### src/rtl/core/cnlc_pkg.sv
// cnlc_pkg: types, constants and helper functions of the card number luhn classifier
// used by card_number_luhn_classifier_core; depends on nothing else
package cnlc_pkg;

	// digit store limit and field widths
	localparam int unsigned MAX_DIGITS   = 19;
	localparam int unsigned CHAR_W       = 8;
	localparam int unsigned COUNT_W      = 5;
	localparam int unsigned SUM_W        = 4;
	localparam int unsigned PREFIX_W     = 20;
	localparam int unsigned PREFIX_DIGITS = 6;
	localparam int unsigned OUT_TDATA_W  = 16;

	// card network codes
	typedef enum logic [2:0] {
		NET_UNKNOWN    = 3'd0,
		NET_VISA       = 3'd1,
		NET_MASTERCARD = 3'd2,
		NET_AMEX       = 3'd3,
		NET_DISCOVER   = 3'd4
	} network_t;

	// result word, lowest field last (lowest bits)
	typedef struct packed {
		logic [4:0]         pad;
		logic               overflowed;
		logic               stray_char;
		network_t           network_code;
		logic               check_ok;
		logic [COUNT_W-1:0] num_digits;
	} result_t;

	// six-digit prefix ranges
	localparam logic [PREFIX_W-1:0] VISA_LO   = 20'd400000;
	localparam logic [PREFIX_W-1:0] VISA_HI   = 20'd499999;
	localparam logic [PREFIX_W-1:0] AMEX34_LO = 20'd340000;
	localparam logic [PREFIX_W-1:0] AMEX34_HI = 20'd349999;
	localparam logic [PREFIX_W-1:0] AMEX37_LO = 20'd370000;
	localparam logic [PREFIX_W-1:0] AMEX37_HI = 20'd379999;
	localparam logic [PREFIX_W-1:0] MC5_LO    = 20'd510000;
	localparam logic [PREFIX_W-1:0] MC5_HI    = 20'd559999;
	localparam logic [PREFIX_W-1:0] MC2_LO    = 20'd222100;
	localparam logic [PREFIX_W-1:0] MC2_HI    = 20'd272099;
	localparam logic [PREFIX_W-1:0] DI6011_LO = 20'd601100;
	localparam logic [PREFIX_W-1:0] DI6011_HI = 20'd601199;
	localparam logic [PREFIX_W-1:0] DI65_LO   = 20'd650000;
	localparam logic [PREFIX_W-1:0] DI65_HI   = 20'd659999;
	localparam logic [PREFIX_W-1:0] DI644_LO  = 20'd644000;
	localparam logic [PREFIX_W-1:0] DI644_HI  = 20'd649999;
	localparam logic [PREFIX_W-1:0] DI622_LO  = 20'd622126;
	localparam logic [PREFIX_W-1:0] DI622_HI  = 20'd622925;

	// doubled luhn digit, nine taken off above nine
	function automatic logic [SUM_W-1:0] dbl_digit(input logic [SUM_W-1:0] v);
		logic [SUM_W:0] x;
		x = {v, 1'b0};
		if (x > 5'd9) begin
			x = x - 5'd9;
		end
		return x[SUM_W-1:0];
	endfunction

	// sum of two decimal digits modulo ten
	function automatic logic [SUM_W-1:0] add_mod10(input logic [SUM_W-1:0] a,
		input logic [SUM_W-1:0] b);
		logic [SUM_W:0] s;
		s = {1'b0, a} + {1'b0, b};
		if (s >= 5'd10) begin
			s = s - 5'd10;
		end
		return s[SUM_W-1:0];
	endfunction

	// whitespace or hyphen
	function automatic logic is_skip(input logic [CHAR_W-1:0] c);
		return (c inside {8'h20, 8'h2D, [8'h09:8'h0D]});
	endfunction

	// allowed card length
	function automatic logic len_ok(input logic [COUNT_W-1:0] n);
		return (n inside {5'd13, 5'd15, 5'd16, 5'd19});
	endfunction

	function automatic logic in_rng(input logic [PREFIX_W-1:0] p,
		input logic [PREFIX_W-1:0] lo, input logic [PREFIX_W-1:0] hi);
		return (p >= lo) && (p <= hi);
	endfunction

	// network from length and six-digit prefix, rules in priority order
	function automatic network_t detect_network(input logic [COUNT_W-1:0] n,
		input logic [PREFIX_W-1:0] p);
		network_t net;
		net = NET_UNKNOWN;
		if (n == 5'd15 && (in_rng(p, AMEX34_LO, AMEX34_HI) ||
			in_rng(p, AMEX37_LO, AMEX37_HI))) begin
			net = NET_AMEX;
		end else if ((n == 5'd13 || n == 5'd16 || n == 5'd19) &&
			in_rng(p, VISA_LO, VISA_HI)) begin
			net = NET_VISA;
		end else if (n == 5'd16 && (in_rng(p, MC5_LO, MC5_HI) ||
			in_rng(p, MC2_LO, MC2_HI))) begin
			net = NET_MASTERCARD;
		end else if ((n == 5'd16 || n == 5'd19) && (in_rng(p, DI6011_LO, DI6011_HI) ||
			in_rng(p, DI65_LO, DI65_HI) || in_rng(p, DI644_LO, DI644_HI) ||
			in_rng(p, DI622_LO, DI622_HI))) begin
			net = NET_DISCOVER;
		end
		return net;
	endfunction

endpackage

### src/rtl/core/card_number_luhn_classifier_core.sv
// card_number_luhn_classifier_core: luhn check and card network classifier, top level
// depends on cnlc_pkg
// path: an end request is taken into the input register, then its result into the result
// register and onto m_tdata; one request per cycle through the state update between the
// two registers, but an end request waits in the input register while an earlier result
// is not yet taken
// reset: arst_n clears the pipeline valids and all running sums, counts and flags
module card_number_luhn_classifier_core (
	input  logic                               clk,
	input  logic                               arst_n,
	input  logic                               s_tvalid,
	output logic                               s_tready,
	input  logic [cnlc_pkg::CHAR_W-1:0]        s_tdata,  // [7:0] character
	input  logic                               s_tlast,  // end of string
	output logic                               m_tvalid,
	input  logic                               m_tready,
	// [4:0] num_digits, [5] check_ok, [8:6] network_code,
	// [9] stray_char, [10] overflowed, [15:11] zero
	output logic [cnlc_pkg::OUT_TDATA_W-1:0]   m_tdata
);
	import cnlc_pkg::*;

	logic                valid_s1;
	logic [CHAR_W-1:0]   char_s1;
	logic                end_s1;
	logic                adv_s1;
	logic                out_free;

	logic [COUNT_W-1:0]  count_q;
	logic [SUM_W-1:0]    sum_even_q;
	logic [SUM_W-1:0]    sum_odd_q;
	logic [PREFIX_W-1:0] prefix_q;
	logic                non_digit_q;
	logic                overflow_q;

	logic                m_tvalid_q;
	result_t             result_q;
	result_t             result_d;

	logic                is_digit;
	logic [SUM_W-1:0]    digit_v;
	logic [SUM_W-1:0]    sel_sum;
	logic                valid_d;

	// handshake: an end request waits only for a free result register
	assign out_free = !m_tvalid_q || m_tready;
	assign adv_s1   = valid_s1 && (!end_s1 || out_free);
	assign s_tready = !valid_s1 || adv_s1;

	// input register
	always_ff @(posedge clk or negedge arst_n) begin
		if (!arst_n) begin
			valid_s1 <= 1'b0;
		end else if (s_tready) begin
			valid_s1 <= s_tvalid;
		end
	end

	always_ff @(posedge clk) begin
		if (s_tready && s_tvalid) begin
			char_s1 <= s_tdata;
			end_s1  <= s_tlast;
		end
	end

	// character decode
	assign is_digit = (char_s1 >= 8'h30) && (char_s1 <= 8'h39);
	assign digit_v  = SUM_W'(char_s1 - 8'h30);

	// running state update
	always_ff @(posedge clk or negedge arst_n) begin
		if (!arst_n) begin
			count_q     <= '0;
			sum_even_q  <= '0;
			sum_odd_q   <= '0;
			prefix_q    <= '0;
			non_digit_q <= 1'b0;
			overflow_q  <= 1'b0;
		end else if (adv_s1) begin
			if (end_s1) begin
				count_q     <= '0;
				sum_even_q  <= '0;
				sum_odd_q   <= '0;
				prefix_q    <= '0;
				non_digit_q <= 1'b0;
				overflow_q  <= 1'b0;
			end else if (!overflow_q) begin
				if (count_q >= COUNT_W'(MAX_DIGITS)) begin
					overflow_q <= 1'b1;
				end else if (is_digit) begin
					if (!count_q[0]) begin
						sum_even_q <= add_mod10(sum_even_q, dbl_digit(digit_v));
						sum_odd_q  <= add_mod10(sum_odd_q, digit_v);
					end else begin
						sum_odd_q  <= add_mod10(sum_odd_q, dbl_digit(digit_v));
						sum_even_q <= add_mod10(sum_even_q, digit_v);
					end
					if (count_q < COUNT_W'(PREFIX_DIGITS)) begin
						prefix_q <= (prefix_q << 3) + (prefix_q << 1) + PREFIX_W'(digit_v);
					end
					count_q <= count_q + COUNT_W'(1);
				end else if (!is_skip(char_s1)) begin
					non_digit_q <= 1'b1;
				end
			end
		end
	end

	// result at the end marker
	assign sel_sum = count_q[0] ? sum_odd_q : sum_even_q;
	assign valid_d = !overflow_q && len_ok(count_q) && (sel_sum == '0);

	always_comb begin
		result_d              = '0;
		result_d.num_digits   = count_q;
		result_d.check_ok     = valid_d;
		result_d.network_code = valid_d ? detect_network(count_q, prefix_q) : NET_UNKNOWN;
		result_d.stray_char   = non_digit_q;
		result_d.overflowed   = overflow_q;
	end

	// result register
	always_ff @(posedge clk or negedge arst_n) begin
		if (!arst_n) begin
			m_tvalid_q <= 1'b0;
		end else if (out_free) begin
			m_tvalid_q <= adv_s1 && end_s1;
		end
	end

	always_ff @(posedge clk) begin
		if (adv_s1 && end_s1) begin
			result_q <= result_d;
		end
	end

	assign m_tvalid = m_tvalid_q;
	assign m_tdata  = result_q;

`ifndef SYNTHESIS
	// digit count never passes the store limit
	a_count_bound: assert property (@(posedge clk) disable iff (!arst_n)
		count_q <= COUNT_W'(MAX_DIGITS))
		else $error("digit count beyond store limit");

	// overflow only with a full store
	a_overflow_full: assert property (@(posedge clk) disable iff (!arst_n)
		overflow_q |-> count_q == COUNT_W'(MAX_DIGITS))
		else $error("overflow without full store");

	// running sums stay decimal digits
	a_sum_digit: assert property (@(posedge clk) disable iff (!arst_n)
		sum_even_q < 4'd10 && sum_odd_q < 4'd10)
		else $error("luhn sum out of range");

	// state is cleared after an end request
	a_end_clear: assert property (@(posedge clk) disable iff (!arst_n)
		adv_s1 && end_s1 |=> count_q == '0 && !overflow_q && !non_digit_q)
		else $error("state not cleared after end");

	// a known network only with a passing check
	a_net_valid: assert property (@(posedge clk) disable iff (!arst_n)
		m_tvalid_q && result_q.network_code != NET_UNKNOWN |-> result_q.check_ok)
		else $error("network without luhn pass");
`endif

endmodule

### config.mk
export PLATFORM = sky130hd
export DESIGN_NAME = card_number_luhn_classifier_core
export DESIGN_NICKNAME = d
export VERILOG_FILES = /design/src/rtl/core/cnlc_pkg.sv /design/src/rtl/core/card_number_luhn_classifier_core.sv
export SDC_FILE = /design/constraint.sdc
export NUM_CORES = 1
export LEC_CHECK = 0
export BUFFER_PORTS_ARGS = -buffer_cell sky130_fd_sc_hd__buf_2
export CAP_MARGIN = 10
export CORE_MARGIN = 2
export CORE_UTILIZATION = 55
export DETAILED_ROUTE_END_ITERATION = 10
export PLACE_DENSITY_LB_ADDON = 0.12
export RECOVER_POWER = 25
export SETUP_SLACK_MARGIN = 0.15
export SLEW_MARGIN = 20
export SYNTH_ARGS = -nofsm -noshare
export SYNTH_HDL_FRONTEND = slang
export SYNTH_SLANG_ARGS = --single-unit
### constraint.sdc
create_clock -name clk -period 11.1 [get_ports clk]
set_input_delay 2.22 -clock clk [delete_from_list [all_inputs] [get_ports clk]]
set_output_delay 2.22 -clock clk [all_outputs]
set_load 0.005 [all_outputs]
## Word-level counts from Yosys, hierarchy flattened

Index checks and enable logic that the tools add are counted.

| word-level totals | value |
|---|---|
| latch bits | 0 |
| logic and storage cells | 162 |
| output and inout bits | 18 |
| bits of input ports | 13 |
| ROM bits | 0 |
| RAM bits | 0 |
| memories kept | 0 |
| register bits | 57 |

| operators by class | value |
|---|---|
| shift-type cells | 0 |
| magnitude comparators | 29 |
| bitwise gates (word level) | 1 |
| multipliers | 0 |
| $add $sub $neg | 13 |
| reductions and logical operators | 44 |
| muxes and demuxes | 49 |
| divide/modulo/power cells | 0 |
| eq/ne operators | 10 |

Operator list:

| kind | count |
|---|---|
| 4-bit 2-to-1 mux | 28 |
| 20-bit less-or-equal comparator (second input constant) | 5 |
| 20-bit 2-to-1 mux | 5 |
| 20-bit by 19-bit >= comparator with 1-bit output (second input constant) | 4 |
| 20-bit >= comparator (second input constant) | 4 |
| 20-bit by 19-bit less-or-equal comparator with 1-bit output (second input constant) | 4 |
| 20-bit adder | 1 |
| 20-bit by 4-bit adder with 20-bit output | 1 |
| 4-bit by 4-bit adder with 5-bit output | 4 |
| 20-bit by 18-bit >= comparator with 1-bit output (second input constant) | 1 |
| 5-bit by 4-bit >= comparator with 1-bit output (second input constant) | 4 |
| 1-bit logical AND | 20 |
| 5-bit 2-to-1 mux | 4 |
| 4-bit subtractor (second input constant) | 5 |
| 8-bit by 6-bit == test with 1-bit output (second input constant) | 2 |
| 1-bit logical OR | 11 |
| 5-bit by 4-bit == test with 1-bit output (second input constant) | 2 |
| 5-bit == test (second input constant) | 2 |
| 5-bit AND reduction | 2 |
| 8-bit by 4-bit >= comparator with 1-bit output (second input constant) | 1 |
| 8-bit by 6-bit >= comparator with 1-bit output (second input constant) | 1 |
| 8-bit by 4-bit less-or-equal comparator with 1-bit output (second input constant) | 1 |
| 8-bit by 6-bit less-or-equal comparator with 1-bit output (second input constant) | 1 |
| 1-bit 2-to-1 mux | 8 |
| other kinds (16) | 25 |

## Longest topological paths before layout

| depth | value |
|---|---|
| depth after elaboration | 17 |
| depth in mapped cells | 15 |
| mapped depth without buffers | 15 |

## Worst setup path before layout

Ideal clock, no wire load.

| timing path | value |
|---|---|
| kind | input-to-output |
| from | input m_tready |
| to | output s_tready |
| path slack | 6464 ps |
| stages | 1 |
| arrival time | 2416 ps |
| cells stage by stage | nand4b_1 |

| between the ends | value |
|---|---|
| word-level cells in the longest chain between the ends | 4 |

RTL lines:

| element | line | source |
|---|---|---|
| start, declared | card_number_luhn_classifier_core.sv:16 | `input logic m_tready,` |
| 1-bit logical OR | card_number_luhn_classifier_core.sv:46 | `assign out_free = !m_tvalid_q \|\| m_tready;` |
| 1-bit logical OR | card_number_luhn_classifier_core.sv:47 | `assign adv_s1 = valid_s1 && (!end_s1 \|\| out_free);` |
| 1-bit logical AND | card_number_luhn_classifier_core.sv:47 |  |
| 1-bit logical OR | card_number_luhn_classifier_core.sv:48 | `assign s_tready = !valid_s1 \|\| adv_s1;` |
| end, declared | card_number_luhn_classifier_core.sv:12 | `output logic s_tready,` |

No other way between the ends.

## Worst setup path in the final report

Same ends and word-level chain as after synthesis.

==> results by group <==
Outcome
  • Status: finished, violations left
  • Failing checks: max-capacitance violations, max-slew violations

Clock network
  • Setup repair bufs after CTS: 0
  • Clock Sinks: 57
  • TritonCTS Buffers: 9
  • CTS tree: yes
  • Max clock buf depth: 2
  • Root buf cell: clkbuf_8
  • Post-CTS Resized: 0
  • Worst skew pair latency: 0.34 ns
  • CTS H-tree depth: 3
  • Clk slew on worst S/H paths: 0.06 ns
  • Cts hold-fix bufs: 0

STA
  • Skew final: 0.00649 ns
  • Fin. max-slew vios: 38
  • Tcrit/Tclk final: 0.442
  • Final Hold Fails: 0
  • Setup tns final: 0 ns
  • RSZ-0062 raised after global routing: false
  • Worst-Margin Slew: 2.05 ns
  • Crit path time final: 4.91 ns
  • Setup WS post-layout: 6.19 ns
  • Final setup fails: 0
  • Max Clock Freq: 0.204 GHz
  • Max-slew headroom: -0.368

Setup path
  • Crit Reg-Reg Endpoint: sum_odd_q[2]
  • CP max FO: 3
  • Worst EP required: 8.88 ns
  • CP startpoint kind: input port
  • Worst EP arrival: 2.69 ns
  • Crit. Startpoint: m_tready
  • Start of the worst register-to-register path: char_s1[1]
  • Setup crit end kind: primary output
  • R2R setup slack: 6.91 ns
  • R2R cell count: 14
  • Critical path type: in2out

Global routing
  • Initial antenna violation count: 0
  • Largest net degree at the start of global routing: 38
  • Number of global-route vias before repair: 4082
  • Total track usage: 0.250
  • Total gr overflow: 0
  • Global-route wire length before repair: 19.8 mm

Logic synthesis
  • Mapped Area: 5030 µm²
  • EDFF count, synth: 20
  • Sequential-to-total area share from yosys stat: 0.303
  • Syn Area/Cell: 8.97 µm²
  • Xor and xnor area share after synthesis: 0.0348
  • Post-Synthesis Cells: 561
  • Synth Area in Adders: 0.180
  • FFs w/ async S/R, synth: 0.649
  • #FFs+latches synth: 57
  • Post-synthesis mux area share: 0.0311
  • Synthesis warning total: 0
  • Synth Area in Simple Gates: 0.176
  • Synth Area in Compound Gates: 0.221
  • Dominant synthesized flop cell: dfrtp_1
  • Main combinational cell family by area after synthesis: compound AO/OA/AOI/OAI gates
  • Post-synth cell types: 70

Placement
  • Placer Congestion: 0.904
  • Inst Count DP: 674
  • Number of port buffers: 25
  • Hpwl dp: 8.88 mm
  • Pre-CTS WS: 6.20 ns

Floorplan
  • Die X: 99.7 µm
  • Ports: 31
  • Core area: 8810 µm²
  • Die area: 9930 µm²
  • FP Rows: 34
  • Die Height: 99.7 µm
  • Initial Util: 0.572

Power
  • Internal Pwr Total: 442 µW
  • Net Sw Frac: 0.351
  • Power Density: 127 nW/µm²
  • Peak supply drop: 80.3 µV
  • Sw Pwr: 238 µW
  • Gate power share: 0.349
  • Clock network fraction of design power: 0.275
  • Static leakage: 0.00240 µW
  • Share of power burned in registers: 0.376

Drt
  • Final wirelength: 11.8 mm
  • Via count: 4259
  • First-pass detailed-route iteration total: 5
  • Vias per inst: 6.17
  • DRT iter0 DRCs: 299
  • Final ANT Viol Nets: 0
  • Routed wire per std cell: 17.2 µm
  • # DRC: 0

Final layout
  • Area of the multi-input gates: 3260 µm²
  • Register area: 1530 µm²
  • N_diodes: 0
  • Fraction of layout cells with a size suffix above 1: 0.0825
  • Filler cell count: 770
  • Fin nets: 659
  • Finished Layout Cells: 690
  • Syn-to-layout area delta: 6.51%

Min path
  • HP Class: reg2reg
  • HP Start: prefix_q[0]
  • Hold EP: prefix_q[0]
  • Hold Path Cell Cnt: 2

Flow run
  • # Max-Cap Violations: 1
[final cells by class]
cell class / count / area share
Inverter: 35 / 0.0245
Sequential cell: 57 / 0.285
Timing Repair Buffer: 25 / 0.0231
Clock inverter: 6 / 0.0110
Multi-Input combinational cell: 449 / 0.608
Clock buffer: 10 / 0.0238
Tap cell: 108 / 0.0252
[cells in the mapped netlist (all sizes together), types with 3 or more instances]
cell	number	share of area
o31ai	7	0.010
a211oi	8	0.012
nand2b	16	0.020
edfxtp	20	0.12
a21oi	40	0.040
or2	3	0.0037
o221ai	4	0.0070
ha	63	0.16
a22o	3	0.0052
nand3	14	0.014
nor3	12	0.013
a21o	6	0.0089
a32o	4	0.0080
o21a	6	0.0089
and2	3	0.0037
inv	35	0.026
buf	10	0.016
a2111oi	3	0.0052
nor4	6	0.0075
a31oi	6	0.010
o21ai	40	0.042
o41ai	4	0.0070
mux2	5	0.011
nand2	49	0.037
dfrtp	37	0.18
nor2	35	0.026
o31a	3	0.0052
nand3b	3	0.0045
and3	5	0.0062
fa	6	0.024
xor2	10	0.017
mux2i	10	0.020
o211ai	6	0.0089
nand4	7	0.0087
nor2b	9	0.011
xnor2	10	0.017
or3	6	0.0075
clkbuf	14	0.010
a2bb2oi	3	0.0052
[power by group through the flow]
stage	registers (µW)	clock network, µW	logic, µW
after floorplan	250	0	184
after global placement	258	0	219
after detailed placement	259	0	233
after CTS	255	188	235
after global routing	257	199	267
final	256	187	238
[placed cells by master, fill, tap and decap left out, drive strengths merged, types with 4 or more instances in the layout]
cell and instances:
nand3 14, o211ai 6, a21oi 40, o21ai 40, nor2b 9, xnor2 10
o31ai 7, fa 6, nor3 12, buf 24, o21a 6, mux2i 10
nand2 49, or3 6, mux2 5, a31oi 6, a21o 6, a32o 4
nand4 7, edfxtp 20, a211oi 8, conb 5, dfrtp 37, xor2 10
and3 5, ha 63, inv 35, nor2 35, nand2b 16, nor4 6
o41ai 4, o221ai 4, clkbuf 11
[worst max-delay path by stage]
stage / to / slack (ns) / depth (start not counted)
6_report: s_tready / 6.19 / 3
2_1_floorplan: s_tready / 6.46 / 1
5_1_grt: s_tready / 6.14 / 3
3_5_place_dp: s_tready / 6.20 / 3
4_1_cts: s_tready / 6.20 / 3
3_3_place_gp: s_tready / 6.22 / 3
[sequential cells by signal, indices dropped and copies added, names as in the netlist]
| name | count |
|---|---|
| m_tdata | 11 |
| overflow_q | 1 |
| sum_odd_q | 4 |
| valid_s1 | 1 |
| char_s1 | 8 |
| end_s1 | 1 |
| m_tvalid | 1 |
| non_digit_q | 1 |
| sum_even_q | 4 |
| prefix_q | 20 |
| count_q | 5 |
[per-stage QoR]
step	power, µW	hold WS (ns)	cell area, µm²	utilization
floorplan	434	0.447	5050	-
global placement	477	0.505	5180	0.588
detailed placement	493	0.523	5180	0.588
CTS	679	0.538	5360	0.609
global route	723	0.543	5360	0.609
finish	680	0.534	5360	0.609
[metal layers]
metal / share of wire / up-vias / global-route usage
met2: 0.43 / 136 / 0.375
met4: 0.012 / 0 / 0.0632
met1: 0.51 / 2000 / 0.373
li1: - / 2110 / -
met3: 0.051 / 13 / 0.0485
met5: 0 / - / 0
[critical path: stages]
cell      delay, ns
buf_2          0.10
nand4b_1       0.20
buf_2          0.17
[cell families (layout without fill, tap and decap cells)]
family | Yosys count | after routing
and+or+nand+nor | 176 | 176
AOI/OAI and AO/OA | 164 | 164
adders and majority gates | 69 | 69
buffers and inverters | 59 | 76
DFF | 57 | 57
xor gates and xnor gates | 20 | 20
muxes | 15 | 15
other | 1 | 5
(Power assumes the default switching activity.)
